### config.mk
export PLATFORM = sky130hd
export DESIGN_NAME = keyed_list_table_core
export DESIGN_NICKNAME = d
export VERILOG_FILES = /design/src/design/kltab_pkg.sv /design/src/design/kltab_ctrl.sv /design/src/design/kltab_dpath.sv /design/src/design/keyed_list_table_core.sv
export SDC_FILE = /design/constraint.sdc
export NUM_CORES = 2
export LEC_CHECK = 0
export CAP_MARGIN = 15
export CORE_ASPECT_RATIO = 1.4
export CORE_MARGIN = 4
export CORE_UTILIZATION = 40
export CTS_BUF_LIST = sky130_fd_sc_hd__clkbuf_2 sky130_fd_sc_hd__clkbuf_4 sky130_fd_sc_hd__clkbuf_8
export CTS_CLUSTER_DIAMETER = 200
export DETAILED_ROUTE_END_ITERATION = 8
export DONT_BUFFER_PORTS = 1
export PLACE_DENSITY = 0.59
export SYNTH_ARGS = -nofsm -noshare
export SYNTH_HDL_FRONTEND = slang
export SYNTH_HIERARCHICAL = 1
export SYNTH_SLANG_ARGS = --single-unit
### constraint.sdc
create_clock -name clk -period 7.05 [get_ports clk]
set_input_delay 0.705 -clock clk [delete_from_list [all_inputs] [get_ports clk]]
set_output_delay 0.705 -clock clk [all_outputs]
set_load 0.01 [all_outputs]
### src/design/kltab_pkg.sv
`timescale 1ns / 1ps

package kltab_pkg;

  typedef enum logic [2:0] {
    ACT_ADD    = 3'd0,
    ACT_LOOKUP = 3'd1,
    ACT_DELETE = 3'd2,
    ACT_FIRST  = 3'd3,
    ACT_NEXT   = 3'd4
  } action_t;

  typedef enum logic [2:0] {
    ST_OK   = 3'd0,
    ST_FULL = 3'd1,
    ST_DUP  = 3'd2,
    ST_MISS = 3'd3,
    ST_END  = 3'd4
  } status_t;

  typedef enum logic [2:0] {
    S_IDLE,
    S_DECODE,
    S_SCAN,
    S_SHIFT,
    S_FETCH
  } state_t;

  typedef enum logic [1:0] {
    DM_IDLE,
    DM_LOAD,
    DM_SCAN,
    DM_SHIFT
  } dp_mode_t;

  typedef enum logic [2:0] {
    W_HOLD,
    W_CLEAR,
    W_FIRST,
    W_NEXT,
    W_HIT
  } walk_op_t;

  typedef enum logic [1:0] {
    FS_ZERO,
    FS_READ,
    FS_INPUT
  } found_sel_t;

  typedef struct packed {
    dp_mode_t   mode;
    logic       rd_zero;
    logic       rd_walk;
    walk_op_t   walk;
    logic       append;
    logic       dec_count;
    logic       finish;
    status_t    status;
    found_sel_t found;
  } dp_cmd_t;

  typedef struct packed {
    action_t action;
    logic    full;
    logic    empty;
    logic    walk_valid;
    logic    walk_last;
    logic    hit;
    logic    miss;
    logic    shift_done;
  } dp_stat_t;

endpackage

### src/design/kltab_ctrl.sv
`timescale 1ns / 1ps

module kltab_ctrl
  import kltab_pkg::*;
(
  input  logic     clk,
  input  logic     rst,
  input  logic     start,
  output logic     busy,
  input  dp_stat_t stat,
  output dp_cmd_t  cmd
);

  state_t state;
  state_t state_next;

  always_ff @(posedge clk) begin
    if (rst) begin
      state <= S_IDLE;
    end else begin
      state <= state_next;
    end
  end

  always_comb begin
    state_next = state;
    case (state)
      S_IDLE: begin
        if (start) state_next = S_DECODE;
      end
      S_DECODE: begin
        case (stat.action)
          ACT_ADD:    state_next = stat.full ? S_IDLE : S_SCAN;
          ACT_LOOKUP: state_next = S_SCAN;
          ACT_DELETE: state_next = stat.empty ? S_IDLE : S_SCAN;
          ACT_FIRST:  state_next = stat.empty ? S_IDLE : S_FETCH;
          ACT_NEXT: begin
            state_next = (!stat.walk_valid || stat.walk_last) ? S_IDLE : S_FETCH;
          end
          default:    state_next = S_IDLE;
        endcase
      end
      S_SCAN: begin
        if (stat.hit) begin
          state_next = (stat.action == ACT_DELETE) ? S_SHIFT : S_IDLE;
        end else if (stat.miss) begin
          state_next = S_IDLE;
        end
      end
      S_SHIFT: begin
        if (stat.shift_done) state_next = S_IDLE;
      end
      S_FETCH: state_next = S_IDLE;
      default: state_next = S_IDLE;
    endcase
  end

  always_comb begin
    cmd = '{mode: DM_IDLE, rd_zero: 1'b0, rd_walk: 1'b0, walk: W_HOLD, append: 1'b0,
            dec_count: 1'b0, finish: 1'b0, status: ST_OK, found: FS_ZERO};
    busy = (state != S_IDLE);
    case (state)
      S_IDLE: begin
        if (start) cmd.mode = DM_LOAD;
      end
      S_DECODE: begin
        case (stat.action)
          ACT_ADD: begin
            if (stat.full) begin
              cmd.finish = 1'b1;
              cmd.status = ST_FULL;
            end
          end
          ACT_LOOKUP: begin
          end
          ACT_DELETE: begin
            if (stat.empty) begin
              cmd.finish = 1'b1;
              cmd.status = ST_END;
            end
          end
          ACT_FIRST: begin
            if (stat.empty) begin
              cmd.finish = 1'b1;
              cmd.status = ST_END;
              cmd.walk   = W_CLEAR;
            end else begin
              cmd.rd_zero = 1'b1;
              cmd.walk    = W_FIRST;
            end
          end
          ACT_NEXT: begin
            if (!stat.walk_valid || stat.walk_last) begin
              cmd.finish = 1'b1;
              cmd.status = ST_END;
              cmd.walk   = W_CLEAR;
            end else begin
              cmd.rd_walk = 1'b1;
              cmd.walk    = W_NEXT;
            end
          end
          default: begin
            cmd.finish = 1'b1;
          end
        endcase
      end
      S_SCAN: begin
        cmd.mode = DM_SCAN;
        if (stat.hit) begin
          cmd.finish = 1'b1;
          cmd.found  = FS_READ;
          case (stat.action)
            ACT_ADD: begin
              cmd.status = ST_DUP;
              cmd.walk   = W_HIT;
            end
            ACT_DELETE: begin
              cmd.walk      = W_CLEAR;
              cmd.dec_count = 1'b1;
            end
            default: begin
              cmd.walk = W_HIT;
            end
          endcase
        end else if (stat.miss) begin
          cmd.finish = 1'b1;
          cmd.walk   = W_CLEAR;
          if (stat.action == ACT_ADD) begin
            cmd.append = 1'b1;
            cmd.found  = FS_INPUT;
          end else begin
            cmd.status = ST_MISS;
          end
        end
      end
      S_SHIFT: begin
        cmd.mode = DM_SHIFT;
      end
      S_FETCH: begin
        cmd.finish = 1'b1;
        cmd.found  = FS_READ;
      end
      default: begin
      end
    endcase
  end

endmodule

### src/design/kltab_dpath.sv
`timescale 1ns / 1ps

module kltab_dpath
  import kltab_pkg::*;
#(
  parameter int TABLE_DEPTH = 64
) (
  input  logic               clk,
  input  logic               rst,
  input  logic [2:0]         action,
  input  logic signed [31:0] key,
  input  logic [31:0]        payload,
  input  dp_cmd_t            cmd,
  output dp_stat_t           stat,
  output logic               done,
  output logic [2:0]         status,
  output logic signed [31:0] found_key,
  output logic [31:0]        found_payload,
  output logic [6:0]         occupancy
);

  localparam int AW = (TABLE_DEPTH > 1) ? $clog2(TABLE_DEPTH) : 1;
  localparam int CW = $clog2(TABLE_DEPTH + 1);
  localparam logic [CW-1:0] DEPTH_C = CW'(TABLE_DEPTH);

  logic [31:0] mem_key [TABLE_DEPTH];
  logic [31:0] mem_pay [TABLE_DEPTH];

  action_t     action_q;
  logic [31:0] key_q;
  logic [31:0] payload_q;
  logic [CW-1:0] count;
  logic [CW-1:0] scan_addr;
  logic [AW-1:0] rd_addr_q;
  logic          rd_valid;
  logic [31:0]   rkey;
  logic [31:0]   rpay;
  logic [AW-1:0] walk_pos;
  logic          walk_valid;

  logic          rd_en;
  logic [AW-1:0] rd_addr_next;
  logic          wr_en;
  logic [AW-1:0] wr_addr;
  logic [31:0]   wr_key;
  logic [31:0]   wr_pay;
  logic          hit;
  logic [CW:0]   walk_succ;
  logic [CW+6:0] occ_ext;

  assign hit = (cmd.mode == DM_SCAN) && rd_valid && (rkey == key_q);
  assign walk_succ = (CW+1)'(walk_pos) + (CW+1)'(1);

  always_comb begin
    rd_en = 1'b0;
    case (cmd.mode)
      DM_SCAN:  rd_en = !hit && (scan_addr < count);
      DM_SHIFT: rd_en = (scan_addr <= count);
      default:  rd_en = cmd.rd_zero || cmd.rd_walk;
    endcase
  end

  always_comb begin
    if (cmd.rd_zero) begin
      rd_addr_next = '0;
    end else if (cmd.rd_walk) begin
      rd_addr_next = walk_succ[AW-1:0];
    end else begin
      rd_addr_next = scan_addr[AW-1:0];
    end
  end

  // Shift copies the word just read one place down; append writes at the count.
  assign wr_en   = cmd.append || ((cmd.mode == DM_SHIFT) && rd_valid);
  assign wr_addr = cmd.append ? count[AW-1:0] : rd_addr_q - AW'(1);
  assign wr_key  = cmd.append ? key_q : rkey;
  assign wr_pay  = cmd.append ? payload_q : rpay;

  always_ff @(posedge clk) begin
    if (wr_en) begin
      mem_key[wr_addr] <= wr_key;
      mem_pay[wr_addr] <= wr_pay;
    end
    if (rd_en) begin
      rkey <= mem_key[rd_addr_next];
      rpay <= mem_pay[rd_addr_next];
    end
  end

  always_ff @(posedge clk) begin
    if (cmd.mode == DM_LOAD) begin
      action_q  <= action_t'(action);
      key_q     <= key;
      payload_q <= payload;
    end
    if (rd_en) rd_addr_q <= rd_addr_next;
  end

  always_ff @(posedge clk) begin
    if (rst) begin
      count      <= '0;
      scan_addr  <= '0;
      rd_valid   <= 1'b0;
      walk_pos   <= '0;
      walk_valid <= 1'b0;
      done       <= 1'b0;
    end else begin
      if (cmd.mode == DM_LOAD) begin
        scan_addr <= '0;
      end else if (rd_en && (cmd.mode == DM_SCAN || cmd.mode == DM_SHIFT)) begin
        scan_addr <= scan_addr + CW'(1);
      end
      rd_valid <= rd_en && (cmd.mode == DM_SCAN || cmd.mode == DM_SHIFT);

      if (cmd.append) begin
        count <= count + CW'(1);
      end else if (cmd.dec_count) begin
        count <= count - CW'(1);
      end

      case (cmd.walk)
        W_CLEAR: begin
          walk_pos   <= '0;
          walk_valid <= 1'b0;
        end
        W_FIRST: begin
          walk_pos   <= '0;
          walk_valid <= 1'b1;
        end
        W_NEXT: begin
          walk_pos <= walk_succ[AW-1:0];
        end
        W_HIT: begin
          walk_pos   <= rd_addr_q;
          walk_valid <= 1'b1;
        end
        default: begin
        end
      endcase

      done <= cmd.finish;
    end
  end

  always_ff @(posedge clk) begin
    if (cmd.finish) begin
      status <= cmd.status;
      case (cmd.found)
        FS_READ: begin
          found_key     <= rkey;
          found_payload <= rpay;
        end
        FS_INPUT: begin
          found_key     <= key_q;
          found_payload <= payload_q;
        end
        default: begin
          found_key     <= '0;
          found_payload <= '0;
        end
      endcase
    end
  end

  assign occ_ext   = {7'd0, count};
  assign occupancy = occ_ext[6:0];

  always_comb begin
    stat.action     = action_q;
    stat.full       = (count == DEPTH_C);
    stat.empty      = (count == '0);
    stat.walk_valid = walk_valid;
    stat.walk_last  = (walk_succ >= (CW+1)'(count));
    stat.hit        = hit;
    stat.miss       = (cmd.mode == DM_SCAN) && !rd_valid && (scan_addr >= count);
    stat.shift_done = (cmd.mode == DM_SHIFT) && !rd_valid && (scan_addr > count);
  end

endmodule

### src/design/keyed_list_table_core.sv
`timescale 1ns / 1ps

// Keyed list table: up to TABLE_DEPTH entries of a signed 32-bit key and a
// 32-bit payload handle, kept in insertion order with unique keys. Pulse start
// with a word (action, key, payload) while busy is low; exactly one result word
// comes back later on status/found_key/found_payload/occupancy, marked by done
// for a single cycle. The receiver cannot stall: capture the result in the
// cycle that done is high. Add, lookup and delete search a single-port-read
// key/payload memory swept one entry per cycle, up to the match or the count.
// First and next read the entry in decode and return it from the fetch state.
// Delete returns its result after the search, then holds busy while the
// later entries move down one place. Add on a full table, delete on an empty
// one, first on an empty table, next with no cursor or at the last entry,
// and unused action codes finish straight from decode. Apart from delete, a
// new word can be taken at the edge that takes the result. No clearing pass
// follows reset: the table starts empty and only held entries are ever read.
module keyed_list_table_core
  import kltab_pkg::*;
#(
  parameter int TABLE_DEPTH = 64
) (
  input  logic               clk,
  input  logic               rst,
  input  logic               start,
  output logic               busy,
  input  logic [2:0]         action,
  input  logic signed [31:0] key,
  input  logic [31:0]        payload,
  output logic               done,
  output logic [2:0]         status,
  output logic signed [31:0] found_key,
  output logic [31:0]        found_payload,
  output logic [6:0]         occupancy
);

  // Command and status between sequencer and table datapath.
  dp_cmd_t  cmd;
  dp_stat_t stat;

  // Decode the action, drive the scan, shift and walk steps.
  kltab_ctrl u_ctrl (
    .clk   (clk),
    .rst   (rst),
    .start (start),
    .busy  (busy),
    .stat  (stat),
    .cmd   (cmd)
  );

  // Hold the entry memories, count, cursor and the registered result word.
  kltab_dpath #(
    .TABLE_DEPTH (TABLE_DEPTH)
  ) u_dpath (
    .clk           (clk),
    .rst           (rst),
    .action        (action),
    .key           (key),
    .payload       (payload),
    .cmd           (cmd),
    .stat          (stat),
    .done          (done),
    .status        (status),
    .found_key     (found_key),
    .found_payload (found_payload),
    .occupancy     (occupancy)
  );

endmodule
==> impl_results.md <==
- Global-route wire length before repair: 726000 um
- Post-Syn Area: 0.166 mm^2
- Post-synth top area cell: edfxtp_1
- Pre-antenna DRT Iters: 9
- DRT Wirelength: 525000 um
- Drt initial violations: 13.1k
- Number of synthesized flops with an enable pin: 4300
- Design area: 0.191 mm^2
- DRC: 0
- Wire per inst: 33.8 um
- PD cells: 256 mW/mm^2
- Post-Syn Instances: 8971
- Leak: 62.3 nW
- Setup TNS Final: 0 ns
- Die X: 553 um
- Slowest cell on the critical path: nand2_1
- Sink Count: 4326
- Synth area leaders: edfxtp_1 (78%), mux4_2 (8.5%), a22oi_1 (3.8%)
- Number of nets with antenna violations after routing: 0
- Routed via count: 94.6k
- Row count: 279
- Hold Slack: 0.119 ns
- Data required, critical path: 7.93 ns
- Post-synth cell types: 65
- Dpl hpwl: 271000 um
- Die area: 0.426 mm^2
- IO Port Bufs: 0
- Mapped Nets: 9066
- Top-area cell type share of the netlist area: 77.7%
- Largest family of logic cells by synthesized area: multiplexers
- Final Util: 46.2%
- Asr flop ratio synth: 0%
- Crit-path cells: xor2_1 > nor4_1 > nand4_1 > nor3_1 > nor2_1 > nand3_1 > nor2_4 > o21ai_0 > nand2_1 > nor2_4 > buf_12
- RSZ-0062 raised after global routing: false
- CP Class: register to register
- Hold Crit Class: input port to register
- XOR/XNOR Fraction of Synth Area: 0.269%
- Nets: 9643
- Area growth, synth to finish: 14.8%
- Slew @ Worst Pin: 1.27 ns
- Final setup viols: 0
- Worst-path fanout max: 18
- Vias in the first global route: 92.9k
- Most frequent CP cell: nor2_4
- Clock slew at reported path FFs: 0.06 ns
- Syn avg cell area: 18.5 um^2
- Initial Util: 40.2%
- Synth warn: 6
- Seq cells post-synth: 4326
- CTS Root Cell: clkbuf_8
- Startpoint Class: register
- # fillers: 34.5k
- H-tree depth: 6
- Post-Synth Simple-Gate Area: 2.92%
- Clk buf depth: 4
- Final Cycle Share: 87.8%
- Antenna violations before repair: 22
- Placed Area: 0.177 mm^2
- Synth Area in Compound Gates: 7.35%
- Crit path arrival time: 7.07 ns
- Post_cts resized: 0
- Worst-Skew Late Latency: 1.29 ns
- Number of vias per cell: 6.08
- Max Cap Violations: 0
- Largest net degree at the start of global routing: 171
- Sequential share of the synthesized area: 78.0%
- Boundary pin count: 146
- Status: finished, final reports clean
- Max_slew headroom: 15.2%
- Tmin final: 6.19 ns
- Mux contribution to synthesized area: 9.75%
- Core Area: 0.413 mm^2
- Max IR drop VDD: 209 uV
- Die span in y: 771 um
- Placer Congestion: 0.830
- Layout cells sized above 1: 21.7%
- Crit path largest cell delay: 0.85 ns
- Worst path top cell family by delay: simple AND/OR/NAND/NOR gates
- CTS buffer count: 651
- CTS tree: yes
- Final slew viol count: 0
- Hold Vio Cnt, Final: 0
- Crit path capture type: register
- Bufs and invs on worst path: 1
- Post-synth top flop: edfxtp_1
- Adder-cell share of the synthesized area: 0.193%
- Max frequency: 162 MHz
- GRT overflow: 0
- Gr usage total: 24.0%
- Clock Skew: 0.103 ns
==> cell usage in the layout, fill, tap and decap left out, types with 14 or more instances in the layout <==
| master | count |
|---|---|
| nor2_4 | 69 |
| inv_1 | 24 |
| mux2_2 | 68 |
| nor2b_1 | 14 |
| xnor2_1 | 19 |
| o22ai_1 | 64 |
| clkbuf_4 | 186 |
| clkinv_2 | 70 |
| nand3_1 | 20 |
| edfxtp_1 | 4300 |
| buf_12 | 215 |
| clkinv_1 | 169 |
| dfxtp_1 | 26 |
| xor2_1 | 32 |
| mux4_2 | 627 |
| or4_1 | 64 |
| dlygate4sd3_1 | 101 |
| mux2i_1 | 132 |
| bufinv_16 | 16 |
| ha_1 | 22 |
| nor2_1 | 104 |
| clkinv_8 | 16 |
| buf_4 | 183 |
| o21ai_0 | 14 |
| a21oi_1 | 1018 |
| nand2_1 | 822 |
| clkbuf_8 | 653 |
| inv_8 | 15 |
| a22oi_1 | 848 |
==> per-stage QoR <==
step	std cells	setup WS [ns]	total power, W
final	15543	0.860	0.0489
after global routing	15537	0.732	0.0504
after CTS	15509	1.12	0.0492
after detailed placement	14251	1.13	0.0290
after global placement	14250	0.987	0.0290
after floorplan	8971	0.604	0.0288
==> sequential cells by signal, summed over array words and instances (netlist names) <==
name / flops
u_dpath/status: 3
u_dpath/rpay: 32
u_ctrl/state: 3
u_dpath/mem_key: 2048
u_dpath/occupancy: 7
u_dpath/walk_valid: 1
u_dpath/walk_pos: 6
u_dpath/key_q: 32
u_dpath/action_q: 3
u_dpath/mem_pay: 2048
u_dpath/rd_valid: 1
u_dpath/done: 1
u_dpath/payload_q: 32
u_dpath/rkey: 32
u_dpath/found_payload: 32
u_dpath/found_key: 32
u_dpath/scan_addr: 7
u_dpath/rd_addr_q: 6
==> area by class of cell <==
type / count / area [um^2] / area share, %
tap: 5479 / 6860 / 3.59
sequential: 4326 / 130000 / 68.0
multi-input combinational: 4040 / 34700 / 18.2
inverter: 26 / 113 / 0.0590
clock inverter: 318 / 2280 / 1.19
clock buffer: 839 / 10400 / 5.44
antenna: 12 / 30.0 / 0.0157
timing repair buffer: 503 / 6800 / 3.56
==> report_power, final <==
| group | leakage, nW | switching (W) | internal (W) | total, W |
|---|---|---|---|---|
| clock network | 6.65 | 0.0100 | 0.0104 | 0.0204 |
| logic | 16.7 | 0.000255 | 0.000152 | 0.000407 |
| registers | 38.9 | 0.0000830 | 0.0280 | 0.0281 |
| total | 62.3 | 0.0104 | 0.0385 | 0.0489 |
==> routing by layer <==
layer	vias up	wire (um)	GRT usage (%)	share of wire, %
li1	37736	-	-	-
met1	50091	197000	31.6	37
met2	5558	253000	39.3	48
met3	1162	52500	4.96	10
met4	6	22300	9.39	4.2
met5	-	37	0	0.0070
==> cell usage after synthesis (3+ instances only) <==
cell	n
mux4_2	627
mux2_2	68
or2_2	4
o32a_1	3
buf_1	50
nand2b_1	8
a22oi_1	848
buf_4	11
mux2i_1	132
buf_6	14
nor3b_1	3
o21a_1	4
nor2b_1	15
nor4_1	10
clkbuf_1	438
nand2_1	823
nor3_1	8
o21bai_1	3
xnor2_1	19
ha_1	24
and3_1	3
edfxtp_1	4300
nand4_1	6
or4_1	65
a21oi_1	1018
o22ai_1	65
dfxtp_1	26
buf_2	66
nand3_1	20
nor2_1	173
a21o_1	6
a211oi_1	3
xor2_1	32
inv_1	25
o21ai_0	14
==> worst paths after layout <==
check	to	start	slack (ns)	cells after the start
setup / recovery	u_dpath/mem_key[39][9]	u_dpath/rkey[2]	0.86	11
setup reg to reg	u_dpath/mem_key[39][9]	u_dpath/rkey[2]	0.86	11
hold / removal	u_dpath/key_q[20]	key[20]	0.12	1
hold reg to reg	u_dpath/walk_valid	u_dpath/walk_valid	0.51	2
==> kinds of logic (layout without fill, tap and decap cells) <==
kind of cell / count (synthesis) / count (layout)
simple gates: 1156 / 1156
fa+ha+maj: 25 / 25
flops: 4326 / 4326
buf+inv: 605 / 1686
mux: 827 / 827
other cells: 0 / 12
xor+xnor: 51 / 51
compound gates: 1981 / 1981
==> timing repair <==
action / in CTS / in global routing
hold buffers: 101 / 0
hold endpoints to repair: 93 / 0
setup buffers: 0 / 0
No activity file was read; power rests on OpenSTA's default activity.
